===== src/sv/nmm_ram.sv =====
// Generic RAM: one write port, two read ports with registered read data.
// No dependencies.
`default_nettype none

module nmm_ram #(
	parameter int unsigned WIDTH = 8,
	parameter int unsigned DEPTH = 16
) (
	input  wire logic                     clk,
	input  wire logic                     we,
	input  wire logic [$clog2(DEPTH)-1:0] waddr,
	input  wire logic [WIDTH-1:0]         wdata,
	input  wire logic                     re,
	input  wire logic [$clog2(DEPTH)-1:0] raddr_a,
	input  wire logic [$clog2(DEPTH)-1:0] raddr_b,
	output logic      [WIDTH-1:0]         rdata_a,
	output logic      [WIDTH-1:0]         rdata_b
);

	logic [WIDTH-1:0] mem [DEPTH];

	// write port
	always_ff @(posedge clk) begin
		if (we) begin
			mem[waddr] <= wdata;
		end
	end

	// read ports, held while re is low
	always_ff @(posedge clk) begin
		if (re) begin
			rdata_a <= mem[raddr_a];
			rdata_b <= mem[raddr_b];
		end
	end

endmodule

`default_nettype wire


===== config.mk =====
export PLATFORM = sky130hd
export DESIGN_NAME = nmm_ram
export DESIGN_NICKNAME = d
export VERILOG_FILES = /design/src/sv/nmm_ram.sv
export SDC_FILE = /design/constraint.sdc
export NUM_CORES = 1
export LEC_CHECK = 0
export ABC_CLOCK_PERIOD_IN_PS = 2000
export BUFFER_PORTS_ARGS = -buffer_cell sky130_fd_sc_hd__buf_2
export CAP_MARGIN = 20
export CELL_PAD_IN_SITES_DETAIL_PLACEMENT = 1
export CELL_PAD_IN_SITES_GLOBAL_PLACEMENT = 2
export CORE_MARGIN = 8
export CORE_UTILIZATION = 48
export CTS_CLUSTER_SIZE = 10
export DETAILED_ROUTE_END_ITERATION = 7
export PLACE_DENSITY = 0.78
export SLEW_MARGIN = 20
export SYNTH_ARGS = -nofsm -noshare
export SYNTH_HDL_FRONTEND = slang
export SYNTH_SLANG_ARGS = --single-unit

===== constraint.sdc =====
create_clock -name clk -period 2 [get_ports clk]
set_input_delay 0.4 -clock clk [delete_from_list [all_inputs] [get_ports clk]]
set_output_delay 0.4 -clock clk [all_outputs]
set_load 0.01 [all_outputs]

**Word-level counts from Yosys, hierarchy flattened**

Memories as Yosys holds them, arrays and structs flattened. A register that Yosys moved wholly into a read port is not among the register bits.
Cells that the tools add are included.

- Mux-type cells: 2
- Reductions and logical operators: 0
- Magnitude comparators: 0
- Bitwise logic cells: 0
- Shift-type cells: 0
- Equality and inequality tests: 0
- Divide/modulo/power cells: 0
- Add/subtract/negate cells: 0
- Multipliers: 0

Operator list:

| operator | count |
|---|---|
| 1-bit 2-to-1 mux | 2 |

- Bits in read-only memories: 0
- Latch bits: 0
- Memories kept: 1
- Flip-flop bits (word level): 0
- RAM bits: 128
- Output and inout port bits: 16
- Word-level logic and storage cells: 3

Memory list:

| memory | words | width | rd ports | clocked after Yosys merged registers in | wr ports | RTL line | source |
|---|---|---|---|---|---|---|---|
| mem | 16 | 8 | 2 | 2 | 1 | 20 | `logic [WIDTH-1:0] mem [DEPTH];` |

**Logic depth before layout (Yosys ltp)**

- Word-level depth: 2
- Mapped depth: 5
- Depth with buffers taken out: 3

**Least setup slack after synthesis**

No wires, ideal clock.

- Path kind: input -> register
- From: input waddr[2]
- To: memory mem[0][0], enable pin
- Library setup time: 0.383 ns
- Arrival: 1.510 ns
- Slack: 0.107 ns
- Cell stages on the path: 2
- Data required time: 1.617 ns
- Cell sequence: or3b_2 -> nor3_1

RTL lines:

| item | RTL line | source |
|---|---|---|
| from (decl) | 11 | `input wire logic [$clog2(DEPTH)-1:0] waddr,` |
| to (decl) | 20 |  |

No word-level cell before the write port.

==> results.md <==
- Finish-stage setup viols: 0
- Net Count, Synth: 330
- Period utilisation layout: 77.6%
- CP Data Required Time: 2.15 ns
- Sw Share: 21.2%
- Post-Syn Instances: 307
- WL met3: 1.48 mm
- Worst path top cell family by delay: multiplexers
- Post-route minimum period: 1.55 ns
- Largest net degree at the start of global routing: 24
- Max_slew headroom: 28.4%
- HPWL Detailed: 10.5 mm
- Startpoint types: register
- Vias in the first global route: 3823
- Total power: 6.79 mW
- Hold/Removal Path Class: in2reg
- Clock sinks: 144
- Worst slew pin tran: 1.07 ns
- Final setup margin: 0.447 ns
- Top post-synthesis cells by area: edfxtp_1 (66%), mux4_2 (12%), mux4_1 (11%), a22oi_1 (3.7%), buf_6 (1.0%)
- Fill count: 1156
- Commonest non-fill, non-tap cell in the layout: edfxtp_1
- Die width: 132 um
- Syn. warnings: 0
- Root Buffer: clkbuf_16
- Die area: 17500 um2
- Pwr Density: 900 nW/um2
- Slowest stage delay, CP: 0.54 ns
- Pleak: 2.60 nW
- Max Clock Freq: 644 MHz
- IO Pins: 39
- RD Place Congestion: 0.752
- Pins Over Slew Limit: 0
- Core area: 13200 um2
- Buf/Inv on CP: 0
- Via count: 3528
- Internal power: 5.34 mW
- Crit path cell chain: mux4_1 > a22oi_1 > nand2_1
- Crit Path Category: reg2reg
- Post-synthesis sequential area ratio: 66.5%
- Detailed Route Iter0 Violations: 254
- Design area: 7540 um2
- Top cell type's share of synthesized area: 66.5%
- Status: finished, final reports clean
- Routed wire length: 16.5 mm
- First-pass GRT wire length: 24.4 mm
- Synthesized area: 6510 um2
- Largest area contributor in the netlist: edfxtp_1
- Insertion delay to the later sink of the worst-skew pair: 0.41 ns
- DR top layer: met4
- Placement Setup Slack: -0.00869 ns
- Worst-path clk slew: 0.06 ns
- Clk pwr share: 41.3%
- Wire per inst: 29.5 um
- Setup crit end kind: register
- Num CTS Buffers: 17
- RSZ-0062 raised after global routing: false
- Mapped Avg Cell Area: 21.2 um2
- Post-synth cell types: 19
- # diodes: 0
- Share of layout cells above drive strength 1: 33.2%
- Final ANT Viol Nets: 0
- M1 wire length: 6.59 mm
- DRC errors left: 0
- P_sw: 1.44 mW
- Final Hold Fails: 0
- Cts hold-fix bufs: 0
- Synth Register Bits: 144
- Die H: 132 um
- Total negative slack: 0 ns
- Final Skew: 0.00561 ns
- Final Core Density: 57.0%
- Gr usage total: 19.5%
- Met2 WL: 8.10 mm
- Drt pass-1 iters: 5
- Vias per cell: 6.31
- Worst path arrival time: 1.70 ns
- Comb power frac: 7.8%
- Area delta synth->final: 15.9%
- Cell Area, Placed: 7030 um2
- Number of setup buffers added after CTS: 0
- VDD IR max: 0.672 mV
- Cell row count: 42
- Initial antenna violation count: 0
- Most frequent cells in the layout: edfxtp_1 (144), buf_2 (38), mux4_2 (34)
- H-tree lvl count: 4
- Total gr overflow: 0
- Nets: 395
- Sequential power share: 50.8%
- Max cap viols: 0
- Slowest-stage cell, CP: mux4_1
- Post-CTS Resized: 0
- # port buffers: 38
- Worst-case clock buffer depth: 2
- CP max FO: 2
- Initial Util: 49.1%
- CTS tree: done
-- cells in the mapped netlist (all sizes together) --
cell type	count
buf	14
mux4	64
edfxtp	144
nor2b	2
a22oi	32
and2	2
nor3	4
clkdlybuf4s25	6
nand3	1
or3b	1
nor2	14
nand3b	2
nand2	17
and2b	2
nand2b	2
-- worst register-to-register path, stage by stage, from the launching register on --
cell	delay, ns
edfxtp_1	0.39
mux4_1	0.54
a22oi_1	0.24
nand2_1	0.12
-- layer usage --
metal | vias to the layer above | GRT usage (%)
met5 | - | 0
met4 | 0 | 6.75
met3 | 29 | 6.47
met1 | 1829 | 24.2
met2 | 183 | 31.4
li1 | 1487 | -
-- layout make-up --
type / instances / area, um2 / share of cell area [%]
Sequential cell: 144 / 4320 / 57.3
Multi-Input combinational cell: 143 / 2010 / 26.6
Clock inverter: 7 / 65.1 / 0.863
Timing Repair Buffer: 66 / 475 / 6.30
Clock buffer: 23 / 448 / 5.94
Tap cell: 176 / 220 / 2.92
-- state kept, by name (all words and copies together), names as in the netlist --
name,count
rdata_a,8
mem,128
rdata_b,8
-- final timing paths --
| path | startpoint | to | slack (ns) | cells after the start |
|---|---|---|---|---|
| hold reg to reg | mem[14][3] | rdata_a[3] | 0.78 | 3 |
| hold / removal | wdata[0] | mem[12][0] | 0.36 | 1 |
| setup reg to reg | mem[9][1] | rdata_a[1] | 0.45 | 3 |
| setup / recovery | mem[9][1] | rdata_a[1] | 0.45 | 3 |
-- cells by family (layout without fill, tap and decap cells) --
family	count (synthesis)	in the layout	share of synthesized area [%]
AOI/OAI and AO/OA	32	32	3.69
muxes	64	64	23.8
and+or+nand+nor	47	47	3.35
buffers and inverters	20	96	2.65
DFF	144	144	66.5
-- through the flow --
stage	instances	hold slack (ns)
detailed placement	529	0.767
CTS	559	0.350
global placement	529	0.757
finish	559	0.361
floorplan	307	0.499
global route	559	0.361
-- power by group through the flow --
stage	sequential, mW	combinational, mW	clock (mW)
2_1_floorplan	3.52	0.305	0
3_3_place_gp	3.50	0.519	0
3_5_place_dp	3.51	0.532	0
4_1_cts	3.45	0.536	2.85
5_1_grt	3.46	0.565	2.94
6_report	3.45	0.531	2.80
No activity file was read; power rests on OpenSTA's default activity.
