$ cat config.mk
export PLATFORM = sky130hd
export DESIGN_NAME = nmm_combine
export DESIGN_NICKNAME = d
export VERILOG_FILES = /design/src/sv/nmm_pkg.sv /design/src/sv/nmm_combine.sv
export SDC_FILE = /design/constraint.sdc
export NUM_CORES = 1
export LEC_CHECK = 0
export BUFFER_PORTS_ARGS = -buffer_cell sky130_fd_sc_hd__buf_2
export CAP_MARGIN = 0
export CORE_MARGIN = 4
export CORE_UTILIZATION = 27
export DETAILED_ROUTE_END_ITERATION = 12
export GPL_TIMING_DRIVEN = 0
export PLACE_DENSITY = 0.43
export SLEW_MARGIN = 5
export SYNTH_ARGS = -nofsm -noshare
export SYNTH_HDL_FRONTEND = slang
export SYNTH_SLANG_ARGS = --single-unit
$ cat constraint.sdc
create_clock -name clk -period 4.95 [get_ports clk]
set_clock_uncertainty 0.15 [all_clocks]
set_input_delay 0.2475 -clock clk [delete_from_list [all_inputs] [get_ports clk]]
set_output_delay 0.2475 -clock clk [all_outputs]
set_load 0.005 [all_outputs]
$ cat src/sv/nmm_pkg.sv
// Package for the negacyclic monomial multiply-minus-one block.
// Holds field widths, the action codes and the pipeline tag type.
// No dependencies.
`default_nettype none

package nmm_pkg;

	// polynomial size, a power of two that fills the index field
	localparam int unsigned POLY_DEGREE = 1024;
	localparam int unsigned IDX_W       = 10;
	localparam int unsigned SHIFT_W     = IDX_W + 1;
	localparam int unsigned COEF_W      = 61;

	// modulus after reset
	localparam logic [COEF_W-1:0] MOD_RESET = COEF_W'(12289);

	// item action codes
	typedef enum logic {
		ACT_LOAD = 1'b0,
		ACT_READ = 1'b1
	} action_t;

	// side information that travels with a read word
	typedef struct packed {
		logic             valid;
		logic [IDX_W-1:0] index;
		logic             negate;
		logic             force_zero;
	} tag_t;

endpackage

`default_nettype wire

$ cat src/sv/nmm_combine.sv
// Two-stage sign application and modular subtract of the reduced words.
// Depends on nmm_pkg.
`default_nettype none

module nmm_combine (
	input  wire logic                       clk,
	input  wire logic                       arst_n,
	input  wire logic                       en,
	input  wire logic [nmm_pkg::COEF_W-1:0] modulus,
	input  wire nmm_pkg::tag_t              tag_in,
	input  wire logic [nmm_pkg::COEF_W-1:0] rot_in,
	input  wire logic [nmm_pkg::COEF_W-1:0] cur_in,
	output nmm_pkg::tag_t                   tag_out,
	output logic      [nmm_pkg::COEF_W-1:0] value_out
);

	localparam int unsigned W = nmm_pkg::COEF_W;

	nmm_pkg::tag_t tag_s1;
	logic [W-1:0]  rot_s1;
	logic [W-1:0]  cur_s1;
	logic [W-1:0]  qmc_s1;
	nmm_pkg::tag_t tag_s2;
	logic [W-1:0]  value_s2;

	logic [W-1:0]  rot_signed;
	logic [W-1:0]  diff;
	logic [W-1:0]  wrap;

	// negation of zero stays zero
	assign rot_signed = (tag_in.negate && (rot_in != '0)) ? (modulus - rot_in) : rot_in;

	// both subtract candidates, pick by compare
	assign diff = rot_s1 - cur_s1;
	assign wrap = rot_s1 + qmc_s1;

	// tags, valid bits included
	always_ff @(posedge clk or negedge arst_n) begin
		if (!arst_n) begin
			tag_s1 <= '0;
			tag_s2 <= '0;
		end else if (en) begin
			tag_s1 <= tag_in;
			tag_s2 <= tag_s1;
		end
	end

	// datapath
	always_ff @(posedge clk) begin
		if (en) begin
			rot_s1 <= rot_signed;
			cur_s1 <= cur_in;
			qmc_s1 <= modulus - cur_in;
			if (tag_s1.force_zero) begin
				value_s2 <= '0;
			end else if (rot_s1 >= cur_s1) begin
				value_s2 <= diff;
			end else begin
				value_s2 <= wrap;
			end
		end
	end

	assign tag_out   = tag_s2;
	assign value_out = value_s2;

endmodule

`default_nettype wire

---- Yosys cells after proc, flatten, opt, wreduce, memory -nomap -nowiden ----
Cells that the tools add are included.
storage, ports and cells
  output and inout bits ................... 74
  flip-flop bits (word level) ............. 270
  logic and storage cells ................. 21
cells by class
  multiplexer cells ....................... 2
  reduce and logical (&&, ||, !) cells .... 2
  add/sub/neg operators ................... 4
  magnitude comparators ................... 1
operator list
  operator                            number
  subtractor 61 bit                   3
  two-way mux 61 bit                  2
  adder 61 bit                        1
  greater-or-equal comparator 61 bit  1
  nonzero test 61 bit                 1
  logical AND 1 bit                   1

---- Longest topological paths before layout ----
  depth after elaboration ................. 3
  gate-level depth with buffers ........... 16
  mapped depth without buffers ............ 16

---- Least setup slack after synthesis ----
OpenSTA, ideal clock, no wires.
  kind .................................... register -> register
  start ................................... register rot_s1[0]
  end ..................................... register value_s2[42] (netlist: value_out[42]), data pin
  slack ................................... 1501 ps
  data arrival time ....................... 3035 ps
  data required time ...................... 4537 ps
  cell stages (with the launch flop) ...... 15
  path through ............................ edfxtp_1 ha_1 fa_1 a21o_1 a21oi_1 o21bai_1 o211a_1 o31ai_1 o211ai_1 a21boi_1 nand2b_1 a21oi_1 a31oi_1 xor2_1 o22ai_1
between the ends
  cells in the longest elaborated chain, start to end .. 2
  elaborated cells between the ends (all ways) .. 4
  those cells by class .................... 2 x add/sub; 1 x order compare; 1 x mux
RTL lines
  item                                  RTL line           RTL
  start: declaration                    nmm_combine.sv:20  logic [W-1:0] rot_s1;
  start signal: assignment              nmm_combine.sv:51  rot_s1 <= rot_signed;
  adder 61 bit (tied with other cells)  nmm_combine.sv:35  assign wrap = rot_s1 + qmc_s1;
  two-way mux 61 bit (*)                nmm_combine.sv:56  end else if (rot_s1 >= cur_s1) begin
  end signal: assignment                nmm_combine.sv:57  value_s2 <= diff;
  end signal: assignment                nmm_combine.sv:59  value_s2 <= wrap;
  end: declaration                      nmm_combine.sv:24  logic [W-1:0] value_s2;
Every way passes the cells marked *; elsewhere a longest branch is shown, timed or not.
A chain may end at the register's enable or synchronous reset.

---- Final worst setup path ----
  start ................................... input rot_in[6] (netlist name)
  end ..................................... register rot_s1[58], data pin
between the ends
  cells in the longest elaborated chain, start to end .. 3
  elaborated cells between the ends (all ways) .. 4
  those cells by class .................... 1 x add/sub; 1 x mux; 2 x reduce/logical
RTL lines
  item                                                                       RTL line           RTL
  start: declaration                                                         nmm_combine.sv:11  input wire logic [nmm_pkg::COEF_W-1:0] rot_in,
  parallel branches: the longest is 2 deep, another holds subtractor 61 bit  -
  two-way mux 61 bit (*)                                                     nmm_combine.sv:31  assign rot_signed = (tag_in.negate && (rot_in != '0)) ? (modulus - rot_in) : rot_in;
  net rot_signed[58]                                                         nmm_combine.sv:26  logic [W-1:0] rot_signed;
Mark *: on every way through the listed nets, which the timed path passes.

==> results.ini <==
[run_status]
outcome = finished, final reports clean

[placement]
hpwl_um = 78800
place_ws_ns = -0.456
io_buffers = 271
place_inst = 4110
place_congestion = 0.907

[logic_synthesis]
synth-simple-area-share_pct = 14.0
ys.flop_type = edfxtp_1
synth_warnings = 0
async_reset_ff_share_pct = 9.63
synth.distinct_cells = 93
synth_fa_ha_area_share_pct = 12.9
synth-compound-area-share_pct = 23.3
yosysSeqAreaShare_pct = 33.3
synthXorXnorAreaFrac_pct = 8.16
synth_top_family_by_area = compound AO/OA/AOI/OAI gates
synth.avg_cell_area_um2 = 8.93
muxShareOfSynthArea_pct = 2.69
synth-seq-cells = 270
synth_edf_count = 244
syn_nets = 3125
synth_cells = 2681
syn_area_um2 = 23900

[timing]
fin_crit_ns = 4.86
fin_crit_sh_pct = 98.1
maxSlewHeadroom_pct = 20.5
slew_viol_final = 0
fmax_mhz = 206
grt_setup_unrepaired = no
hold_viol_final = 0
tightest_slew_ns = 1.19
finalSetupViolCount = 0
worst_slack_ns = 0.0922

[detailed_routing]
via_per_inst = 5.04
drt-total-wl_um = 94200
drtIter0Drc = 1977
drt-wirelength-per-cell_um = 21.9
via_count = 21664
drc = 0
dr.pass1.iters = 6
ant_nets = 0

[floorplan]
coreArea_um2 = 87300
die_h_um = 306
dieArea_um2 = 93500
initial_utilization_pct = 27.4
die_w_um = 306
pin_count = 273
rows = 108

[critical_path]
slowest_stage = buf_1
endpoint_kind = flip-flop
crit_chain = dlygate4sd3_1 -> buf_2 -> nor4_1 -> nand4_1 -> o41ai_4 -> clkbuf_1 -> buf_1 -> o21ai_1
start_kind = input pin
cpPeakStageDelay_ns = 0.94
cp_max_fo = 10
worstSetupPathType = input pin to flip-flop
path_buf_inv = 4
cp.arrival_ns = 4.92
cp.required_ns = 5.01
critPathTopFamily = buffers and inverters

[global_routing]
grt_max_degree = 115
grt_pass1_vias = 21598
track_usage_pct = 19.6
grt_pass1_wl_um = 139000
grt_overflow_total = 0
antenna_found_initial = 4

[clock_network]
htree_num_levels = 2
clkTransAtPathRegs_ns = 0.06
cts_max_path_buffers = 3
root_buffer = clkbuf_16
numCtsBuffers = 36
tritoncts = yes
insertion_delay_ns = 0.57
cts_sinks = 270

[power]
p_leak_nw = 13.0
power_density_nw_per_um2 = 354
max-vdd-ir-drop_mv = 0.213

[layout]
fin_cells = 4297
layout_commonest_cell = buf_2
layout.nets = 3558
drive_gt1_share_pct = 13.4
layout_common_cells = buf_2 (276), a21oi_1 (253), edfxtp_1 (244), inv_1 (242), ha_1 (241)
area_delta_synth_final_pct = 22.1

[min_path]
min_path_type = input pin to flip-flop

[run]
maxCapViolCount = 0

stage by stage:
step           setup TNS, ns  total power [W]  hold WS (ns)  util [%]  instance area, um^2
6_report                   0           0.0104        0.0325      33.5                29200
5_1_grt                    0           0.0110        0.0379      33.5                29200
4_1_cts                    0           0.0105       0.00269      33.4                29200
3_5_place_dp           -2.16          0.00771         0.127      30.7                26800
3_3_place_gp          -94.26          0.00773         0.107      30.6                26700
2_1_floorplan              0          0.00609        -0.198         -                23900
sequential cells by signal, indices dropped and copies added, names as in the netlist:
register   count
tag_s1        13
rot_s1        61
qmc_s1        61
tag_out       13
cur_s1        61
value_out     61
final cells by class:
class	instances	area, um^2
clock inverters	19	185
inverters	242	908
diodes	3	7.51
plain buffers	87	425
multi-input cells	2082	14700
repair buffers	395	2640
well taps	1155	1450
fillers	9198	58100
clock buffers	44	962
flip-flops and latches	270	7980
per-layer routing:
metal | global-route usage, % | share of wire, % | vias to the layer above
met5 | 0 | 0 | -
met4 | 5.27 | 2.5 | 0
met3 | 2.29 | 4.3 | 106
met2 | 30.2 | 43 | 587
met1 | 28.9 | 50 | 10273
li1 | - | - | 10698
where the power goes:
| group | switching [W] | internal (W) |
|---|---|---|
| clock | 0.00109 | 0.00150 |
| combinational | 0.00284 | 0.00180 |
| sequential | 0.000183 | 0.00294 |
| total | 0.00411 | 0.00625 |
worst register-to-register path: stages, from the launching register on:
cell and delay [ns]:
edfxtp_1 0.51, ha_1 0.35, nor2b_1 0.13, o21ai_1 0.10
a211o_1 0.36, a21oi_1 0.27, nor2_1 0.14, o31ai_4 0.37
a21oi_1 0.16, o221ai_2 0.25, and3_4 0.32, or2b_4 0.17
buf_8 0.18, buf_8 0.20, mux2i_1 0.39, nor2_1 0.09
kinds of logic after synthesis:
logic type               count (synthesis)
AO/OA/AOI/OAI                          862
AND/OR/NAND/NOR                        691
buffers and inverters                  329
flip-flops                             270
adder cells (fa/ha/maj)                245
XOR/XNOR                               223
multiplexers                            61
what timing repair did:
item,4_1_cts,5_1_grt
hold buffers,121,0
setup endpoints to repair,0,4
gates resized for setup,0,4
hold endpoints to repair,186,0
buffers inserted,0,0
worst paths after layout:
path,from,endpoint,slack (ns),cells after the start
worst min register to register,tag_s1[2]$_DFFE_PN0P_,tag_out[2]$_DFFE_PN0P_,0.35,1
max in group asynchronous,arst_n,tag_out[8]$_DFFE_PN0P_,4.23,2
min in group asynchronous,arst_n,tag_out[9]$_DFFE_PN0P_,0.05,2
worst min-delay path,rot_in[0],rot_s1[0]$_DFFE_PP_,0.03,3
worst max-delay path,rot_in[6],rot_s1[58]$_DFFE_PP_,0.09,8
worst max register to register,rot_s1[1]$_DFFE_PP_,value_out[40]$_SDFFCE_PP0P_,0.54,15
cells in the mapped netlist, types with 51 or more instances:
library cell / count / area [um^2]
o21ai_0: 170 / 851
inv_1: 242 / 908
a21o_1: 167 / 1250
nand4_1: 51 / 319
xor2_1: 87 / 762
clkbuf_1: 62 / 233
nor2_1: 160 / 601
a21oi_1: 253 / 1270
xnor2_1: 136 / 1190
edfxtp_1: 244 / 7330
ha_1: 241 / 3020
nand2_1: 211 / 792
(Power assumes the default switching activity.)
